[src/hdl/gcd_pkg.sv]
package gcd_pkg;

    localparam int CW     = 24;          // coordinate width
    localparam int CFG_W  = 16;          // configuration register width
    localparam int D      = CW + 1;      // coordinate difference
    localparam int P      = 2 * D;       // product of two differences
    localparam int S      = P + 1;       // sum of two products
    localparam int MW     = P;           // magnitude of a projection term
    localparam int H      = MW / 2;      // low split of a magnitude
    localparam int HI     = MW - H;      // high split of a magnitude
    localparam int SQ     = 2 * MW;      // square of a magnitude
    localparam int R2W    = 2 * CFG_W;   // squared radius

    typedef enum logic [1:0] {
        KIND_NONE = 2'd0,
        KIND_CKPT = 2'd1,
        KIND_GATE = 2'd2
    } t_kind;

    typedef enum logic {
        CFG_THRESHOLD = 1'b0,
        CFG_RADIUS    = 1'b1
    } t_cfg_idx;

    typedef struct packed {
        t_kind kind;
        logic  box_rej;
        logic  zero_gate;
        logic  hit_geo;
        logic  cp_hit;
        logic  dp_neg;
        logic  ep_pos;
        logic  dc_neg;
        logic  ec_pos;
    } t_flags;

    typedef struct packed {
        t_flags            flags;
        logic [MW-1:0]     mag_dp;
        logic [MW-1:0]     mag_ep;
        logic [MW-1:0]     mag_dc;
        logic [MW-1:0]     mag_ec;
        logic [MW-1:0]     l2;
        logic [R2W-1:0]    r2;
    } t_geom;

endpackage

[src/hdl/gcd_sq.sv]
module gcd_sq (
    input  logic                    i_clk,
    input  logic                    i_en,
    input  logic [gcd_pkg::MW-1:0]  i_mag,
    output logic [gcd_pkg::SQ-1:0]  o_sq
);
    import gcd_pkg::*;

    // The magnitude is split in two halves; three partial products are
    // formed in the first stage and summed in the second.
    logic [HI-1:0]     w_hi;
    logic [H-1:0]      w_lo;
    logic [2*HI-1:0]   r_hh;
    logic [HI+H-1:0]   r_hl;
    logic [2*H-1:0]    r_ll;
    logic [SQ-1:0]     r_sq;

    assign w_hi = i_mag[MW-1:H];
    assign w_lo = i_mag[H-1:0];

    always_ff @(posedge i_clk) begin
        if (i_en) begin
            r_hh <= w_hi * w_hi;
            r_hl <= w_hi * w_lo;
            r_ll <= w_lo * w_lo;
            r_sq <= (SQ'(r_hh) << (2 * H)) + (SQ'(r_hl) << (H + 1)) + SQ'(r_ll);
        end
    end

    assign o_sq = r_sq;

endmodule

[config.mk]
export PLATFORM = sky130hd
export DESIGN_NAME = gcd_sq
export DESIGN_NICKNAME = d
export VERILOG_FILES = /design/src/hdl/gcd_pkg.sv /design/src/hdl/gcd_sq.sv
export SDC_FILE = /design/constraint.sdc
export NUM_CORES = 2
export LEC_CHECK = 0
export ABC_CLOCK_PERIOD_IN_PS = 7260
export CORE_UTILIZATION = 60
export CTS_CLUSTER_DIAMETER = 200
export CTS_CLUSTER_SIZE = 16
export DETAILED_ROUTE_END_ITERATION = 6
export DONT_BUFFER_PORTS = 1
export PLACE_DENSITY_LB_ADDON = 0.05
export SLEW_MARGIN = 0
export SYNTH_ARGS = -nofsm -noshare
export SYNTH_HDL_FRONTEND = slang
export SYNTH_SLANG_ARGS = --single-unit
export TNS_END_PERCENT = 100
[constraint.sdc]
create_clock -name i_clk -period 7.26 [get_ports i_clk]
set_input_delay 0.726 -clock i_clk [delete_from_list [all_inputs] [get_ports i_clk]]
set_output_delay 0.726 -clock i_clk [all_outputs]
set_load 0.01 [all_outputs]
==> summary.txt <==
Critical path
  – Critical Path Max Stage Delay: 0.54 ns
  – Required time of the critical path: 7.59 ns
  – CP Launch Type: primary input
  – CP endpoint kind: flop
  – Setup slack, reg-to-reg: 2.82 ns
  – FF-to-FF End: o_sq[98]
  – Reg2Reg Depth: 11
  – Worst path bufs/invs: 7
  – CP Class: in -> reg
  – Reg-to-reg startpoint: r_ll[39]
  – Worst Path Arrival: 7.34 ns
  – Most frequent CP cell: fa_1
  – Critical Path Fanout Max: 38
  – Slowest CP cell: fa_1
  – CP top delay family: adder cells

STA
  – Unrepaired setup endpoints after global routing: no
  – Count of final setup violators: 0
  – TNS Setup: 0 ns
  – Final setup skew: 0.03119 ns
  – Fmax: 0.1427 GHz
  – Final setup margin: 0.2524 ns
  – Rel. slew slack: 0.1436
  – Final clock period utilization by the worst path: 0.9652
  – Final slew viol count: 0
  – Minimum clock period: 7.008 ns
  – Final hold vios: 0
  – Tightest Pin Transition: 1.280 ns

Logic synthesis
  – Syn Inst Count: 7073
  – Compound-Gate Fraction of Synth Area: 0.05892
  – Net Count, Synth: 9187
  – Post-synthesis mux area share: 0.0006372
  – YS warnings: 0
  – Sequential share of the synthesized area: 0.1111
  – Distinct cell type count after synthesis: 94
  – Number of synthesized register bits: 247
  – Synth Area in Adders: 0.5506
  – Largest family of logic cells by synthesized area: adder cells
  – EDFF count, synth: 247
  – Syn Area/Cell: 9.439 um2
  – FFs w/ async S/R, synth: 0
  – Synthesized cell area: 66770 um2
  – Synth Flop Type: edfxtp_1
  – Synth Area in XOR/XNOR: 0.02912
  – Post-synthesis simple-gate area fraction: 0.1235

Detailed routing
  – WL/cell: 19.39 um
  – Drt initial violations: 2834
  – Antenna-violating nets left: 0
  – # DRC: 0
  – Routed WL: 168100 um
  – Vias: 46600
  – DRT Pass-1 Iters: 5
  – DR vias/cell: 5.374

Hold path
  – Hold crit path type: in -> reg
  – Hold Path Origin: i_mag[25]
  – Worst Hold Endpoint: r_hh[0]
  – WHS Path Cells: 0

Placement
  – Final Wtd Congestion: 0.9195
  – Pre-CTS setup slack: -0.3734 ns
  – Placed Cells: 8649
  – Final HPWL DP: 129700 um
  – Port-buffer cells: 0

Layout
  – Final instance count without filler cells: 8671
  – Nets: 9296
  – Most frequent cells in the layout: 1927 x inv_1, 1460 x fa_1, 741 x nand2_1
  – Multi-input logic area: 51030 um2
  – Fin util: 0.6427
  – Fill cells: 9445
  – Area grow syn2layout: 6.390%
  – Reg area: 7417 um2
  – Proportion of layout cells with a drive suffix above 1: 0.06294
  – Commonest non-fill, non-tap cell in the layout: inv_1

Clocking
  – Worst-path clk slew: 0.09 ns
  – Clock Path Buffers: 3
  – CTS tree: yes
  – TritonCTS Buffers: 19
  – CTS root buf: clkbuf_16
  – Clk sinks: 247
  – Post-CTS setup buffers: 0
  – # H-tree levels: 1
  – Cts hold-fix bufs: 0
  – Clk Latency, worst-skew pair: 0.57 ns

GRT
  – GRT overflow: 0
  – GR Util All Layers: 0.3153
  – First-pass GRT wire length: 273000 um
  – Vias in the first global route: 50740
  – Initial antenna violation count: 5
  – Largest net degree at the start of global routing: 248

Job
  – Max Cap Viol: 0

Floorplanning
  – IO Count: 152
  – Chip Width: 335.6 um
  – Die area: 112600 um2
  – Core Footprint: 110500 um2
  – Die Height: 335.6 um
  – Row count: 122
  – Initial core utilization: 0.6041

Status
  – Run status: finished, final reports clean
-- stage by stage --
step	hold WS [ns]	area [um2]
global route	0.2652	71030
finish	0.2919	71030
detailed placement	0.4045	70480
floorplan	0.4003	66860
CTS	0.2525	70970
global placement	0.4008	70480
-- cell families (layout without fill, tap and decap cells) --
kind of cell               after synthesis  count (layout)
buffers and inverters                 2235            2344
AOI/OAI and AO/OA                      604             604
xor gates and xnor gates               222             222
DFF                                    247             247
muxes                                    4               4
other                                    1               2
and+or+nand+nor                       1698            1698
adders and majority gates             2062            2062
-- layout make-up --
type,instances,share of cell area
flip-flops and latches,247,0.1044
clock inverters,1,0.0001233
repair buffers,384,0.04146
multi-input cells,4591,0.7184
well taps,1488,0.02621
inverters,1939,0.1026
clock buffers,20,0.006746
diodes,1,0.00003523
-- Yosys cell counts, types with 4 or more instances --
| master | instances | share of area |
|---|---|---|
| edfxtp_1 | 247 | 0.11 |
| ha_1 | 602 | 0.11 |
| a221o_1 | 5 | 0.00075 |
| inv_1 | 1928 | 0.11 |
| or2_2 | 5 | 0.00047 |
| buf_1 | 5 | 0.00028 |
| fa_1 | 1460 | 0.44 |
| and3_1 | 30 | 0.0028 |
| o31a_1 | 5 | 0.00066 |
| a21o_1 | 108 | 0.012 |
| nand2b_1 | 23 | 0.0022 |
| nand2_1 | 741 | 0.042 |
| clkinv_1 | 8 | 0.00045 |
| o21bai_1 | 28 | 0.0031 |
| o31ai_1 | 8 | 0.00090 |
| nand4_1 | 27 | 0.0025 |
| o221ai_1 | 4 | 0.00052 |
| xnor2_1 | 137 | 0.018 |
| o211ai_1 | 12 | 0.0013 |
| or3_1 | 5 | 0.00047 |
| clkbuf_1 | 283 | 0.016 |
| nand3_1 | 54 | 0.0040 |
| nor3b_1 | 5 | 0.00056 |
| nor2b_1 | 33 | 0.0031 |
| o21ai_1 | 6 | 0.00045 |
| nor2_1 | 216 | 0.012 |
| a31oi_1 | 26 | 0.0024 |
| a211o_1 | 6 | 0.00079 |
| and2_1 | 497 | 0.047 |
| nor3_1 | 22 | 0.0016 |
| o21a_1 | 18 | 0.0020 |
| xor2_1 | 85 | 0.011 |
| nor4b_1 | 6 | 0.00079 |
| nor4_1 | 9 | 0.00084 |
| a21oi_1 | 205 | 0.015 |
| and4_1 | 6 | 0.00079 |
| a2111oi_0 | 5 | 0.00066 |
| a211oi_1 | 18 | 0.0020 |
| a21boi_0 | 4 | 0.00045 |
| o21ai_0 | 97 | 0.0073 |
| nand3b_1 | 5 | 0.00056 |
-- worst max path at each step --
stage / end / slack, ns / start / depth (start not counted)
final: r_hl[46] / 0.25 / i_mag[9] / 26
after global routing: r_hh[47] / 0.00003 / i_mag[31] / 25
after CTS: r_hh[46] / 0.21 / i_mag[36] / 28
after detailed placement: r_hh[46] / -0.37 / i_mag[36] / 28
after global placement: r_hh[46] / -0.38 / i_mag[36] / 28
after floorplan: r_hh[49] / -0.0002 / i_mag[27] / 26
-- layer usage --
metal / wire length (um) / GRT usage / up-vias / share of wire
li1: - / - / 21230 / -
met1: 70080 / 0.4226 / 23750 / 0.42
met2: 80080 / 0.5212 / 1380 / 0.48
met3: 13580 / 0.07063 / 240 / 0.081
met4: 4323 / 0.07646 / 2 / 0.026
met5: 42 / 0 / - / 0.00025
-- worst register-to-register path, cell delays in order (launching register included) --
cell and delay [ns]:
edfxtp_1 0.55, ha_1 0.45, a21oi_1 0.16, o21ai_0 0.18, a311oi_1 0.46, nand2_1 0.09
a21oi_1 0.20, o21ai_0 0.21, a22o_1 0.39, o41ai_4 1.05, nor4_1 0.21, xor2_1 0.21
-- state kept, by name, summed over array words and instances, names as in the netlist --
| register | flops |
|---|---|
| r_hl | 50 |
| r_hh | 49 |
| o_sq | 99 |
| r_ll | 49 |
-- repair_timing --
item / 4_1_cts / 5_1_grt
resized for setup: 0 / 15
setup endpoints to repair: 0 / 21
hold endpoints to repair: 0 / 0
Power is not shown: default switching activity piles up to over one toggle a cycle in this logic, so the estimate is an artifact.
